$ cat src/hdl/fcch_pkg.sv
// Shared types and constants of the face color class histogram.
package fcch_pkg;

	localparam int MAX_COLORS  = 16;
	localparam int NUM_CLASSES = MAX_COLORS + 1;
	localparam int CLASS_BITS  = 5;
	localparam int COLOR_IDX_BITS = $clog2(MAX_COLORS);
	localparam int FACE_BITS   = 24;
	localparam int QUEUE_DEPTH = 2;

	localparam logic [1:0] MODE_LOAD  = 2'd0;
	localparam logic [1:0] MODE_PIXEL = 2'd1;
	localparam logic [1:0] MODE_READ  = 2'd2;

	localparam logic [1:0] CFG_RADIX  = 2'd0;
	localparam logic [1:0] CFG_COLORS = 2'd1;
	localparam logic [1:0] CFG_FACES  = 2'd2;

	typedef enum logic [1:0] {
		OP_NONE,
		OP_COUNT,
		OP_READ
	} op_t;

	typedef struct packed {
		logic [8:0] radix;
		logic [4:0] colors_in_use;
		logic [8:0] faces_in_use;
	} cfg_t;

	typedef struct packed {
		op_t                   op;
		logic [CLASS_BITS-1:0] color_class;
		logic [FACE_BITS-1:0]  face_index;
		logic                  out_of_range;
	} entry_t;

endpackage

$ cat src/hdl/fcch_front.sv
// Front end: accepts items, holds the color table, classifies and decodes face ids.
module fcch_front #(
	parameter int MAX_FACES = 256
) (
	input  logic                  clk,
	input  logic                  arst_n,
	input  fcch_pkg::cfg_t        cfg,
	input  logic                  enable,
	input  logic                  in_valid,
	output logic                  in_ready,
	input  logic [1:0]            mode,
	input  logic [4:0]            class_index,
	input  logic [7:0]            face_select,
	input  logic [7:0]            red,
	input  logic [7:0]            green,
	input  logic [7:0]            blue,
	input  logic [7:0]            id_red,
	input  logic [7:0]            id_green,
	input  logic [7:0]            id_blue,
	input  logic                  q_ready,
	output logic                  push,
	output fcch_pkg::entry_t      entry
);

	localparam int FB = fcch_pkg::FACE_BITS;
	localparam int CB = fcch_pkg::CLASS_BITS;

	logic [23:0] tbl_q [fcch_pkg::MAX_COLORS];

	// stage 1: raw item
	logic        valid_s1;
	logic [1:0]  mode_s1;
	logic [4:0]  cls_s1;
	logic [7:0]  fsel_s1;
	logic [23:0] color_s1;
	logic [7:0]  id_red_s1;
	logic [7:0]  id_green_s1;
	logic [7:0]  id_blue_s1;

	// stage 2: class and partial face id
	logic        valid_s2;
	logic [1:0]  mode_s2;
	logic [4:0]  cls_s2;
	logic [7:0]  fsel_s2;
	logic [CB-1:0] match_s2;
	logic [15:0] partial_s2;
	logic [7:0]  id_blue_s2;

	logic [8:0]    radix_eff;
	logic [CB-1:0] colors_eff;
	logic [FB-1:0] faces_eff;
	logic          free_s1;
	logic          free_s2;
	logic          adv_s1;
	logic [CB-1:0] match;
	logic [16:0]   partial;
	logic [24:0]   id_full;
	logic [FB-1:0] id;
	logic [FB-1:0] fsel_wide;
	logic          pix_oor;
	logic          read_oor;

	assign radix_eff  = (cfg.radix > 9'd256) ? 9'd256 : cfg.radix;
	assign colors_eff = (cfg.colors_in_use > CB'(fcch_pkg::MAX_COLORS)) ?
		CB'(fcch_pkg::MAX_COLORS) : cfg.colors_in_use;
	assign faces_eff  = (FB'(cfg.faces_in_use) > FB'(MAX_FACES)) ?
		FB'(MAX_FACES) : FB'(cfg.faces_in_use);

	assign push    = valid_s2 && q_ready;
	assign free_s2 = !valid_s2 || q_ready;
	assign free_s1 = !valid_s1 || free_s2;
	assign adv_s1  = valid_s1 && free_s2;
	assign in_ready = free_s1 && enable;

	// lowest matching entry wins
	always_comb begin
		match = CB'(fcch_pkg::MAX_COLORS);
		for (int k = fcch_pkg::MAX_COLORS - 1; k >= 0; k--) begin
			if ((CB'(k) < colors_eff) && (tbl_q[k] == color_s1)) begin
				match = CB'(k);
			end
		end
	end

	assign partial = ({9'd0, id_red_s1} * {8'd0, radix_eff}) + {9'd0, id_green_s1};

	assign id_full   = ({9'd0, partial_s2} * {16'd0, radix_eff}) + {17'd0, id_blue_s2};
	assign id        = id_full[FB-1:0];
	assign fsel_wide = FB'(fsel_s2);
	assign pix_oor   = id >= faces_eff;
	assign read_oor  = (fsel_wide >= faces_eff) || (cls_s2 > CB'(fcch_pkg::MAX_COLORS));

	always_comb begin
		entry = '0;
		case (mode_s2)
			fcch_pkg::MODE_PIXEL: begin
				entry.color_class  = match_s2;
				entry.face_index   = id;
				entry.out_of_range = pix_oor;
				entry.op           = pix_oor ? fcch_pkg::OP_NONE : fcch_pkg::OP_COUNT;
			end
			fcch_pkg::MODE_READ: begin
				entry.color_class  = cls_s2;
				entry.face_index   = fsel_wide;
				entry.out_of_range = read_oor;
				entry.op           = read_oor ? fcch_pkg::OP_NONE : fcch_pkg::OP_READ;
			end
			default: begin
				entry = '0;
			end
		endcase
	end

	always_ff @(posedge clk or negedge arst_n) begin
		if (!arst_n) begin
			valid_s1 <= 1'b0;
			valid_s2 <= 1'b0;
		end else begin
			if (free_s1) begin
				valid_s1 <= in_valid && in_ready;
			end
			if (free_s2) begin
				valid_s2 <= valid_s1;
			end
		end
	end

	always_ff @(posedge clk) begin
		if (in_valid && in_ready) begin
			mode_s1     <= mode;
			cls_s1      <= class_index;
			fsel_s1     <= face_select;
			color_s1    <= {red, green, blue};
			id_red_s1   <= id_red;
			id_green_s1 <= id_green;
			id_blue_s1  <= id_blue;
		end
		if (adv_s1) begin
			mode_s2    <= mode_s1;
			cls_s2     <= cls_s1;
			fsel_s2    <= fsel_s1;
			match_s2   <= match;
			partial_s2 <= partial[15:0];
			id_blue_s2 <= id_blue_s1;
		end
		// load the table as the item leaves stage 1, ahead of any later pixel
		if (adv_s1 && (mode_s1 == fcch_pkg::MODE_LOAD) &&
			(cls_s1 < CB'(fcch_pkg::MAX_COLORS))) begin
			tbl_q[cls_s1[fcch_pkg::COLOR_IDX_BITS-1:0]] <= color_s1;
		end
	end

endmodule

$ cat config.mk
export PLATFORM = sky130hd
export DESIGN_NAME = fcch_front
export DESIGN_NICKNAME = d
export VERILOG_FILES = /design/src/hdl/fcch_pkg.sv /design/src/hdl/fcch_front.sv
export SDC_FILE = /design/constraint.sdc
export NUM_CORES = 1
export LEC_CHECK = 0
export BUFFER_PORTS_ARGS = -buffer_cell sky130_fd_sc_hd__buf_2
export CAP_MARGIN = 20
export CORE_UTILIZATION = 26
export DETAILED_ROUTE_END_ITERATION = 10
export SYNTH_ARGS = -nofsm -noshare
export SYNTH_HDL_FRONTEND = slang
export SYNTH_SLANG_ARGS = --single-unit
$ cat constraint.sdc
create_clock -name clk -period 9.4 [get_ports clk]
set_input_delay 1.41 -clock clk [delete_from_list [all_inputs] [get_ports clk]]
set_output_delay 1.41 -clock clk [all_outputs]
set_load 0.01 [all_outputs]
==> results.toml <==
[grt]
antenna_found_initial = 5
grt-busiest-layer = "met2"
grt_overflow = 0
grt_use_met3 = 0.0182
grt_use_total = 0.119
grt_use_met1 = 0.167
grt_max_degree = 56
grt_pass1_vias = 16235
grtUsageMet2 = 0.191
grt_pass1_wl_mm = 98.3

[floorplan]
fp-row-count = 119
core_mm2 = 0.106
die_area_mm2 = 0.108
die_w_um = 329
start_util = 0.263
die_h_um = 329
io_pins = 125

[yosys]
ys_warn_count = 0
synth_compound_area_frac = 0.0328
synth_top_family_by_area = "adder cells"
synth.area.mux_share = 0.000722
syn_area_per_cell_um2 = 13.3
synthFlopType = "edfxtp_1"
syn_area_mm2 = 0.0277
synthXorXnorAreaFrac = 0.133
synth_seq_cells = 493
ys_types = 65
seq_area_frac_synth = 0.533
synth_edf_count = 491
synth_adder_area_share = 0.163
synthCells = 2092
syn_nets = 2454
yosys.area_share.simple = 0.101
async_flop_share = 0.00406

[drt]
first_pass_iters = 8
wl_per_cell_um = 17.5
drt_iter0_drc = 1220
vias_per_cell = 4.38
detail-route-antenna-nets = 0
routed_wl_mm = 64.1
vias = 16058
route.detailed.drc = 18

[placed_design]
placed_cell_area_mm2 = 0.0301
portBuffers = 124
gp_congestion = 0.856
hpwl_mm = 41.5

[cells_and_area]
utilization = 0.303
stdcell_area_mm2 = 0.0320
synthToLayoutAreaGrowth_pct = 15.3
drive_gt1_frac = 0.127
nNetsFinal = 2598

[pwr]
p_sw_frac = 0.323
p_int_uw = 4520
power_frac_seq = 0.377
power.clock.fraction = 0.310
p_per_area_mw_per_mm2 = 209
power.switching_uw = 2160
finalPower_uw = 6680
total_leakage_power_uw = 0.0120
p_comb_frac = 0.313
vdd.ir_drop.worst_mv = 0.148

[critical_path]
worstSetupStartpoint = "cfg[22]"
critPathLaunchType = "primary input"
worstReg2RegEnd = "partial_s2[14]$_DFFE_PP_"
crit_required_ns = 7.99
r2r_start = "id_red_s1[1]$_DFFE_PP_"
reg2reg_depth = 18
slowest_delay_ns = 0.55
critPathCapture = "entry[30]"
crit_fanout = 9
cp_num_buf_inv = 7
cp.depth = 25
critPathKind = "primary input to output port"
crit_family = "adder cells"
critPathArrivalTime_ns = 7.18
crit_path_end_kind = "output port"
slowest_stage = "fa_1"
reg2reg_slack_ns = 4.45

[clocking]
cts_setup_buffers = 0
cts_tree = "done"
htreeDepth = 2
clock_latency_ns = 0.62
hold_buffers = 0
cts.clk_slew.worst_paths_ns = 0.07
cts_buffers = 53
cts-root-buf = "clkbuf_16"
cts-resized-gates = 0
cts_sinks = 493
clockBufferDepth = 3

[sta]
tns_ns = 0
hold_slack_ns = 0.412
fin_crit_ns = 8.59
period_share = 0.913
setup_violations = 0
clock_skew_ns = 0.0360
slew_violations = 0
slew_headroom = 0.312
worst_slew_pin_slew_ns = 1.02
rsz0062_at_grt = "no"
timing.fmax_ghz = 0.116
hold_viol_final = 0

[outcome]
status = "finished, violations left"
failed_checks = "design-rule violations"

[hold_path]
hold_class = "register to register"

[run]
cap_violations = 0
## how the worst min path moves through the flow
stage / startpoint / endpoint / slack, ns / cells after the start
after global placement: fsel_s1[1]$_DFFE_PP_ / fsel_s2[1]$_DFFE_PP_ / 0.40 / 0
after global routing: id_blue_s1[3]$_DFFE_PP_ / id_blue_s2[3]$_DFFE_PP_ / 0.42 / 0
after detailed placement: fsel_s1[1]$_DFFE_PP_ / fsel_s2[1]$_DFFE_PP_ / 0.41 / 0
final: id_blue_s1[2]$_DFFE_PP_ / id_blue_s2[2]$_DFFE_PP_ / 0.41 / 0
after floorplan: fsel_s1[0]$_DFFE_PP_ / fsel_s2[0]$_DFFE_PP_ / 0.40 / 0
after CTS: fsel_s1[1]$_DFFE_PP_ / fsel_s2[1]$_DFFE_PP_ / 0.42 / 0
## cell families after synthesis
family / count (synthesis)
buf+inv: 252
simple gates: 524
xor+xnor: 421
flops: 493
fa+ha+maj: 271
compound gates: 129
mux: 2
## layer usage
layer	up-vias	routed length, um
met4	2	1360
met1	8042	30000
li1	7514	-
met2	410	29300
met3	90	3400
met5	-	11
## area by class of cell
class	instances	area [um^2]
Multi-Input combinational cell	1347	12000
Timing Repair Buffer	180	1130
Clock inverter	32	359
Antenna cell	1	2.50
Inverter	161	604
Sequential cell	493	14800
Clock buffer	64	1370
Tap cell	1391	1740
Fill cell	10530	73600
## metrics by stage
step / setup slack (ns) / instances
after floorplan: 1.16 / 2092
after global placement: 0.867 / 3559
after detailed placement: 0.772 / 3562
after CTS: 0.788 / 3658
after global routing: 0.406 / 3669
final: 0.814 / 3669
## registers in the layout, indices dropped and copies added (netlist names), 2 cells and up
signal	cells
mode_s1	2
match_s2	5
tbl_q	384
fsel_s1	8
cls_s2	5
id_green_s1	8
mode_s2	2
cls_s1	5
partial_s2	16
fsel_s2	8
id_blue_s1	8
id_red_s1	8
color_s1	24
id_blue_s2	8
## placed cells by master (no fill, tap or decap), drive strengths merged, types with 3 or more instances in the layout
cell / count
nand2b: 11
o21a: 4
nor2: 54
nor4: 65
a22o: 13
xnor2: 196
and2: 122
clkbuf: 64
fa: 151
nor3: 19
nor2b: 18
o2111ai: 4
edfxtp: 491
ha: 120
inv: 161
nand4: 54
o211ai: 4
a21boi: 5
o21bai: 3
a31oi: 4
clkinv: 25
nand2: 137
a21oi: 32
buf: 180
o21ai: 23
a211oi: 4
bufinv: 5
nand3: 24
xor2: 225
a21o: 11
or2: 3
nand3b: 6
a2111oi: 3
## Yosys cell counts, drive strengths merged, types with 13 or more instances
cell | count | area [um^2]
edfxtp | 491 | 14700
xor2 | 225 | 1970
xnor2 | 196 | 1720
inv | 159 | 597
fa | 151 | 3020
nand2 | 137 | 514
and2 | 122 | 763
ha | 120 | 1500
nor4 | 65 | 407
buf | 55 | 277
nand4 | 54 | 338
nor2 | 54 | 203
clkbuf | 36 | 135
a21oi | 32 | 160
nand3 | 24 | 120
o21ai | 23 | 115
nor3 | 19 | 95.1
nor2b | 18 | 120
a22o | 13 | 114
## power by group through the flow
stage / Sequential, uW / Combinational, uW / Clock (uW)
floorplan: 2540 / 1590 / 0
global placement: 2570 / 2100 / 0
detailed placement: 2570 / 2110 / 0
CTS: 2520 / 2120 / 2130
global route: 2520 / 2380 / 2210
finish: 2520 / 2090 / 2070
No activity file was read; power rests on OpenSTA's default activity.
