<file path="src/hdl/fcch_pkg.sv">
// Shared types and constants of the face color class histogram.
package fcch_pkg;

	localparam int MAX_COLORS  = 16;
	localparam int NUM_CLASSES = MAX_COLORS + 1;
	localparam int CLASS_BITS  = 5;
	localparam int COLOR_IDX_BITS = $clog2(MAX_COLORS);
	localparam int FACE_BITS   = 24;
	localparam int QUEUE_DEPTH = 2;

	localparam logic [1:0] MODE_LOAD  = 2'd0;
	localparam logic [1:0] MODE_PIXEL = 2'd1;
	localparam logic [1:0] MODE_READ  = 2'd2;

	localparam logic [1:0] CFG_RADIX  = 2'd0;
	localparam logic [1:0] CFG_COLORS = 2'd1;
	localparam logic [1:0] CFG_FACES  = 2'd2;

	typedef enum logic [1:0] {
		OP_NONE,
		OP_COUNT,
		OP_READ
	} op_t;

	typedef struct packed {
		logic [8:0] radix;
		logic [4:0] colors_in_use;
		logic [8:0] faces_in_use;
	} cfg_t;

	typedef struct packed {
		op_t                   op;
		logic [CLASS_BITS-1:0] color_class;
		logic [FACE_BITS-1:0]  face_index;
		logic                  out_of_range;
	} entry_t;

endpackage

</file>
<file path="src/hdl/fcch_queue.sv">
// Short queue of classified items between front end and counter back end.
module fcch_queue (
	input  logic             clk,
	input  logic             arst_n,
	input  logic             push,
	input  fcch_pkg::entry_t push_entry,
	output logic             not_full,
	input  logic             pop,
	output logic             not_empty,
	output fcch_pkg::entry_t head
);

	localparam int QD = fcch_pkg::QUEUE_DEPTH;
	localparam int PB = (QD > 1) ? $clog2(QD) : 1;
	localparam int NB = $clog2(QD + 1);

	fcch_pkg::entry_t slot_q [QD];
	logic [PB-1:0]    wr_ptr_q;
	logic [PB-1:0]    rd_ptr_q;
	logic [NB-1:0]    count_q;

	assign not_full  = count_q != NB'(QD);
	assign not_empty = count_q != '0;
	assign head      = slot_q[rd_ptr_q];

	always_ff @(posedge clk or negedge arst_n) begin
		if (!arst_n) begin
			wr_ptr_q <= '0;
			rd_ptr_q <= '0;
			count_q  <= '0;
		end else begin
			if (push) begin
				wr_ptr_q <= (wr_ptr_q == PB'(QD - 1)) ? '0 : wr_ptr_q + 1'b1;
			end
			if (pop) begin
				rd_ptr_q <= (rd_ptr_q == PB'(QD - 1)) ? '0 : rd_ptr_q + 1'b1;
			end
			if (push && !pop) begin
				count_q <= count_q + 1'b1;
			end else if (pop && !push) begin
				count_q <= count_q - 1'b1;
			end
		end
	end

	always_ff @(posedge clk) begin
		if (push) begin
			slot_q[wr_ptr_q] <= push_entry;
		end
	end

endmodule

</file>
<file path="config.mk">
export PLATFORM = sky130hd
export DESIGN_NAME = fcch_queue
export DESIGN_NICKNAME = d
export VERILOG_FILES = /design/src/hdl/fcch_pkg.sv /design/src/hdl/fcch_queue.sv
export SDC_FILE = /design/constraint.sdc
export NUM_CORES = 1
export LEC_CHECK = 0
export ABC_CLOCK_PERIOD_IN_PS = 2550
export BUFFER_PORTS_ARGS = -buffer_cell sky130_fd_sc_hd__clkbuf_2
export CORE_MARGIN = 2
export CORE_UTILIZATION = 47
export DETAILED_ROUTE_END_ITERATION = 7
export PLACE_DENSITY_LB_ADDON = 0.12
export SLEW_MARGIN = 30
export SYNTH_ARGS = -nofsm -noshare
export SYNTH_HDL_FRONTEND = slang
export SYNTH_SLANG_ARGS = --single-unit
</file>
<file path="constraint.sdc">
create_clock -name clk -period 2.55 [get_ports clk]
set_clock_uncertainty 0.1 [all_clocks]
set_input_delay 0.51 -clock clk [delete_from_list [all_inputs] [get_ports clk]]
set_output_delay 0.51 -clock clk [all_outputs]
set_load 0.05 [all_outputs]
</file>
==> key figures, run 1 <==
Finish
  • Most frequent standard cell in the layout excluding fill and tap cells: sky130_fd_sc_hd__clkbuf_2
  • Final Util: 0.594
  • Layout fillers: 443
  • Proportion of layout cells with a drive suffix above 1: 0.599
  • N_diodes: 0
  • Net count of the finished layout: 236
  • Layout Area Growth over Synthesis: 22.6%
  • Area taken by flip-flops and latches: roughly 2000 um2
  • Commonest cells after routing, fill and taps aside: 69 x sky130_fd_sc_hd__clkbuf_2, 64 x sky130_fd_sc_hd__edfxtp_1, 29 x sky130_fd_sc_hd__mux2_4
  • Area of the multi-input gates: 562 um2

Floorplanning
  • Effective utilization at floorplan: 0.484
  • Die outline area: roughly 6300 um2
  • Die X: a little under 80 um
  • Die height: 79.1 um
  • I/O pins: 70
  • Standard-cell rows: 27
  • Core Area: roughly 5500 um2

Worst setup path
  • CP Class: reg -> out
  • CP endpoint kind: output port
  • Cell with the largest stage delay on the worst path: sky130_fd_sc_hd__mux2_2
  • WP data required: 1.94 ns
  • CP Launch Type: register
  • Biggest cell delay along the critical path: about 0.37 ns
  • Maximum fanout count along the critical path: 17
  • Critical path, cell by cell: buf_4 > mux2_2 > clkbuf_2
  • Crit path DAT: roughly 1.6 ns

Pwr
  • Peak ir drop on the vdd network: ~0.00074 V
  • Sequential share of power: 0.376
  • NetSw: 1.66 mW
  • Switching share of power: 0.397
  • Design internal power: ~2.5 mW
  • Gate power share: 0.438
  • Power Density: 1280 nW/um2
  • Clock network fraction of total power: 0.186
  • Leakage Power: between 1 and 1.5 nW

Worst hold path
  • Hold/Removal Path Class: in -> reg

STA
  • Count of final hold-check violations: 0
  • Unrepaired setup endpoints after global routing: no
  • Number of failing setup endpoints in the final timing report: 0
  • Share of the clock period used by the worst path after layout: 0.860
  • Max-slew violation total from the final report: 0
  • Shortest period the worst path allows: between 2 and 2.5 ns
  • Achievable Freq: between 400 and 500 MHz
  • Least-Margin Pin Slew: a little over 0.3 ns
  • Setup TNS: 0 ns
  • Slew headroom: 0.798

Global routing
  • Antenna violations before repair: 0
  • First-pass GRT wire length: just over 6 mm
  • Pin count of the biggest net entering global routing: 18
  • Global route total overflow: 0
  • GRT Resource Usage Total: 0.137
  • Number of global-route vias before repair: 1365

Clock network
  • CTS tree: built
  • Maximum root-to-sink buffer count: 2
  • Clock-pin transition on the worst setup and hold timing paths: 0.06 ns
  • CTS Sinks: roughly 70
  • Worst-Skew Late Latency: 0.32 ns
  • Post-cts resize count: 0
  • Root buffer cell: sky130_fd_sc_hd__clkbuf_8
  • Total clock buffers created by CTS: 9
  • Clock H-tree levels: 3

Synthesis
  • Number of distinct library cell variants in the gate-level netlist after synthesis: 15
  • Netlist area before placement: 2650 um2
  • Number of warnings printed during yosys synthesis: 0
  • Average cell area after synthesis: 22.9 um2
  • Number of synthesized register bits: slightly below 70
  • Synthesized netlist net count: between 150 and 200
  • Sequential cell area fraction in the yosys report: 0.763
  • Synth Instances: roughly 120

Detailed routing
  • 1st-pass router iterations: 4
  • Via-to-Cell Ratio: between 4 and 5
  • Overall routed net length: just over 4 mm
  • DRC: 0
  • Post-detailed-route wirelength per cell: 14.8 um
  • Number of violations reported at the end of detailed-routing iteration 0: 60
  • Antenna-violating nets left: 0
  • Via count: approximately 1300

Run
  • Maxcap violations: 0

Placed design
  • Last weighted congestion value of the routability-driven placer: around 0.67
  • Total of buffers placed on input and output ports: 69

Run status
  • Run status: finished, final reports clean
[layer usage]
layer  share of wire  global-route usage  vias to the layer above
met5               0                   0                        -
met4          0.0092              0.0776                        0
met3           0.056              0.0443                        5
met2            0.55               0.239                       41
met1            0.38               0.146                      613
li1                -                   -                      614
[final cells by class]
class / count / share of cell area
Clock buffer: 10 / 0.0393
Timing Repair Buffer: 76 / 0.123
Multi-Input combinational cell: 43 / 0.173
Inverter: 1 / 0.00116
Tap cell: 72 / 0.0277
Clock inverter: 4 / 0.0131
Sequential cell: 68 / 0.623
[final timing paths]
| path | endpoint | cells past startpoint | startpoint | slack [ns] |
|---|---|---|---|---|
| hold / removal | slot_q[0][21]$_DFFE_PP_ | 1 | push_entry[21] | 0.27 |
| hold reg to reg | count_q[1]$_DFFE_PN0P_ | 1 | count_q[1]$_DFFE_PN0P_ | 0.39 |
| max in group asynchronous | rd_ptr_q$_DFFE_PN0P_ | 2 | arst_n | 1.79 |
| setup / recovery | head[11] | 3 | rd_ptr_q$_DFFE_PN0P_ | 0.36 |
| min in group asynchronous | rd_ptr_q$_DFFE_PN0P_ | 2 | arst_n | 0.42 |
| setup reg to reg | slot_q[1][28]$_DFFE_PP_ | 2 | wr_ptr_q$_DFFE_PN0P_ | 1.28 |
[stage by stage]
step           cells  hold WS [ns]  setup slack [ns]  power, mW  cell area (um2)
3_3_place_gp     259         0.224             0.710       3.41             3070
2_1_floorplan    116         0.114            0.0675       3.19             2650
3_5_place_dp     259         0.226             0.683       3.45             3070
6_report         274         0.272             0.357       4.17             3250
4_1_cts          274         0.251             0.316       4.23             3250
5_1_grt          274         0.251             0.281       4.35             3250
[worst max-delay path: cells and delay by family (launching register included)]
family | cells | cell delay, ns
flops | 1 | 0.36
buf+inv | 2 | 0.53
mux | 1 | 0.37
[state kept, by name, summed over array words and instances (netlist names)]
name / flops
count_q: 2
wr_ptr_q: 1
rd_ptr_q: 1
slot_q: 64
[Yosys cell counts]
cell,instances,area share
sky130_fd_sc_hd__buf_12,3,0.023
sky130_fd_sc_hd__inv_1,1,0.0014
sky130_fd_sc_hd__xnor2_1,1,0.0033
sky130_fd_sc_hd__dfrtp_1,4,0.038
sky130_fd_sc_hd__xor2_1,4,0.013
sky130_fd_sc_hd__nor2_1,1,0.0014
sky130_fd_sc_hd__mux2_4,29,0.16
sky130_fd_sc_hd__edfxtp_1,64,0.72
sky130_fd_sc_hd__buf_6,1,0.0042
sky130_fd_sc_hd__nor2b_1,1,0.0024
sky130_fd_sc_hd__ha_1,1,0.0047
sky130_fd_sc_hd__nand2b_1,1,0.0024
sky130_fd_sc_hd__or2_2,1,0.0024
sky130_fd_sc_hd__mux2_2,3,0.013
sky130_fd_sc_hd__and2_1,1,0.0024
[repair_timing]
item                                   CTS  global route
endpoints found under the hold margin    4             0
setup buffers                            0             0
hold buffers                             1             0
setup endpoints to repair                0             0
[kinds of logic after synthesis]
logic type	count (synthesis)	synth area share
muxes	32	0.177
xor gates and xnor gates	5	0.0165
buffers and inverters	5	0.0283
and+or+nand+nor	5	0.0109
DFF	68	0.763
adders and majority gates	1	0.00472
[power by group through the flow]
stage | Clock (mW) | Sequential [mW] | Combinational, mW
after floorplan | 0 | 1.57 | 1.62
after global placement | 0 | 1.57 | 1.84
after detailed placement | 0 | 1.59 | 1.85
after CTS | 0.801 | 1.57 | 1.86
after global routing | 0.843 | 1.59 | 1.92
final | 0.775 | 1.57 | 1.83
Note: power is estimated with default switching activity, not from simulation.
==> run 2: changes to the inputs <==
--- a/config.mk
+++ b/config.mk
@@ -11,6 +11,7 @@
 export CORE_UTILIZATION = 47
 export DETAILED_ROUTE_END_ITERATION = 7
 export PLACE_DENSITY_LB_ADDON = 0.12
+export REMOVE_ABC_BUFFERS = 1
 export SLEW_MARGIN = 30
 export SYNTH_ARGS = -nofsm -noshare
 export SYNTH_HDL_FRONTEND = slang
==> key figures, run 2 (synthesis results as in run 1) <==
Worst setup path
  • Family with the most delay on the worst path: flip-flops
  • CP endpoint kind: output port
  • Biggest cell delay along the critical path: around 0.66 ns
  • Cell with the largest stage delay on the worst path: sky130_fd_sc_hd__dfrtp_2
  • CP Class: reg -> out
  • CP Launch Type: register
  • Crit path DAT: ~1.8 ns
  • Maximum fanout count along the critical path: 19
  • WP data required: 1.94 ns
  • CP bufs+invs: 2
  • Critical path, cell by cell: buf_12 > mux2_4 > clkbuf_2

Floorplanning
  • Core Area: roughly 5500 um2
  • I/O pins: 70
  • Standard-cell rows: 27
  • Die outline area: between 6000 and 7000 um2
  • Die X: a little under 80 um
  • Effective utilization at floorplan: 0.484
  • Die height: a little under 80 um

Finish
  • Net count of the finished layout: around 230
  • Flip-flop count of the largest register after layout: 64
  • Register bank with the most flops: slot_q
  • Biggest regs: slot_q: 64 flops, count_q: 2 flops
  • Post-route design area: approximately 3200 um2
  • N_diodes: 0
  • Most frequent standard cell in the layout excluding fill and tap cells: sky130_fd_sc_hd__clkbuf_2
  • Proportion of layout cells with a drive suffix above 1: 0.598
  • Layout Area Growth over Synthesis: 22.2%
  • Commonest cells after routing, fill and taps aside: 69 x sky130_fd_sc_hd__clkbuf_2, 64 x sky130_fd_sc_hd__edfxtp_1, 29 x sky130_fd_sc_hd__mux2_4

Clock network
  • Post CTS Setup Buffer Count: 0
  • Root buffer cell: sky130_fd_sc_hd__clkbuf_8
  • Total clock buffers created by CTS: 9
  • Worst-Skew Late Latency: roughly 0.32 ns
  • Post-cts resize count: 0
  • Clock H-tree levels: 3
  • CTS Sinks: 68
  • Clock-pin transition on the worst setup and hold timing paths: around 0.070 ns
  • Maximum root-to-sink buffer count: 2
  • CTS tree: built

Placed design
  • Last weighted congestion value of the routability-driven placer: 0.619
  • Minimum setup slack after placement: approximately 0.46 ns
  • Total of buffers placed on input and output ports: 69
  • Detailed Place HPWL: around 2.8 mm
  • Post-placement cell area: between 3000 and 4000 um2

Detailed routing
  • Antenna-violating nets left: 0
  • Via-to-Cell Ratio: between 4 and 5
  • Post-detailed-route wirelength per cell: 14.8 um
  • Number of violations reported at the end of detailed-routing iteration 0: 53
  • DRC: 0
  • Via count: between 1000 and 1500
  • Overall routed net length: between 4 and 5 mm
  • 1st-pass router iterations: 3

STA
  • Max-slew violation total from the final report: 0
  • Number of failing setup endpoints in the final timing report: 0
  • Slew headroom: 0.686
  • Setup slack after layout: around 0.14 ns
  • Shortest period the worst path allows: ~2.4 ns
  • Count of final hold-check violations: 0
  • Achievable Freq: a little over 400 MHz
  • Setup TNS: 0 ns
  • Share of the clock period used by the worst path after layout: 0.945
  • Least-Margin Pin Slew: around 0.47 ns
  • Unrepaired setup endpoints after global routing: no

Global routing
  • Antenna violations before repair: 0
  • Met1 GRT Util: 0.145
  • Number of global-route vias before repair: around 1300
  • Global route total overflow: 0
  • Met3 capacity usage during global routing: 0.0693
  • GRT Resource Usage Total: 0.141
  • Layer with the highest usage after global routing: met2
  • Routing usage on met2: 0.241
  • First-pass GRT wire length: 6.24 mm
  • Pin count of the biggest net entering global routing: 20

Run status
  • Run status: finished, final reports clean

Pwr
  • Leakage Power: 1.34 nW
  • Peak ir drop on the vdd network: ~0.00057 V
  • Power Density: 1260 nW/um2

Run
  • Maxcap violations: 0

Worst hold path
  • Hold/Removal Path Class: in -> reg
run 2: cell count changes in the layout (fill, tap and decap cells not counted), sizes merged:
| cell | delta |
|---|---|
| bufinv | -1 |
| buf | -3 |
| clkbuf | -1 |
| clkinv | +2 |
run 2: repair_timing:
action | in CTS | in global routing
hold endpoints to repair | 4 | 0
hold buffers | 1 | 0
endpoints found under the setup margin | 0 | 0
run 2: through the flow:
step                utilization  total power [mW]  cells  hold WS (ns)
detailed placement        0.564              3.48    256         0.221
global route              0.592              4.28    271         0.247
finish                    0.592              4.10    271         0.269
CTS                       0.592              4.15    271         0.253
global placement          0.564              3.44    256         0.227
floorplan                     -              3.08    112         0.114
run 2: power by group:
group	switching [mW]	total [mW]	internal (mW)
registers	0.135	1.62	1.49
logic	1.19	1.81	0.615
clock network	0.342	0.670	0.328
run 2: layout make-up:
| type | count | area [um2] |
|---|---|---|
| Timing Repair Buffer | 73 | 415 |
| Clock inverter | 5 | 21.3 |
| Inverter | 1 | 3.75 |
| Clock buffer | 9 | 124 |
| Fill cell | 456 | 2230 |
| Tap cell | 72 | 90.1 |
| Multi-Input combinational cell | 43 | 563 |
| Sequential cell | 68 | 2020 |
run 2: worst paths after layout:
| check | from | endpoint | depth (start not counted) | slack [ns] |
|---|---|---|---|---|
| max | rd_ptr_q$_DFFE_PN0P_ | head[18] | 3 | 0.14 |
| min | push_entry[31] | slot_q[0][31]$_DFFE_PP_ | 1 | 0.27 |
| max reg2reg | wr_ptr_q$_DFFE_PN0P_ | slot_q[0][10]$_DFFE_PP_ | 2 | 1.07 |
| min reg2reg | count_q[1]$_DFFE_PN0P_ | count_q[1]$_DFFE_PN0P_ | 1 | 0.39 |
| max in group asynchronous | arst_n | rd_ptr_q$_DFFE_PN0P_ | 2 | 1.79 |
| min in group asynchronous | arst_n | wr_ptr_q$_DFFE_PN0P_ | 2 | 0.42 |
run 2: per-layer routing:
layer | wire (um) | vias to the layer above
met5 | 0 | -
met4 | 31 | 0
met3 | 276 | 2
met2 | 2190 | 41
met1 | 1510 | 600
li1 | - | 607
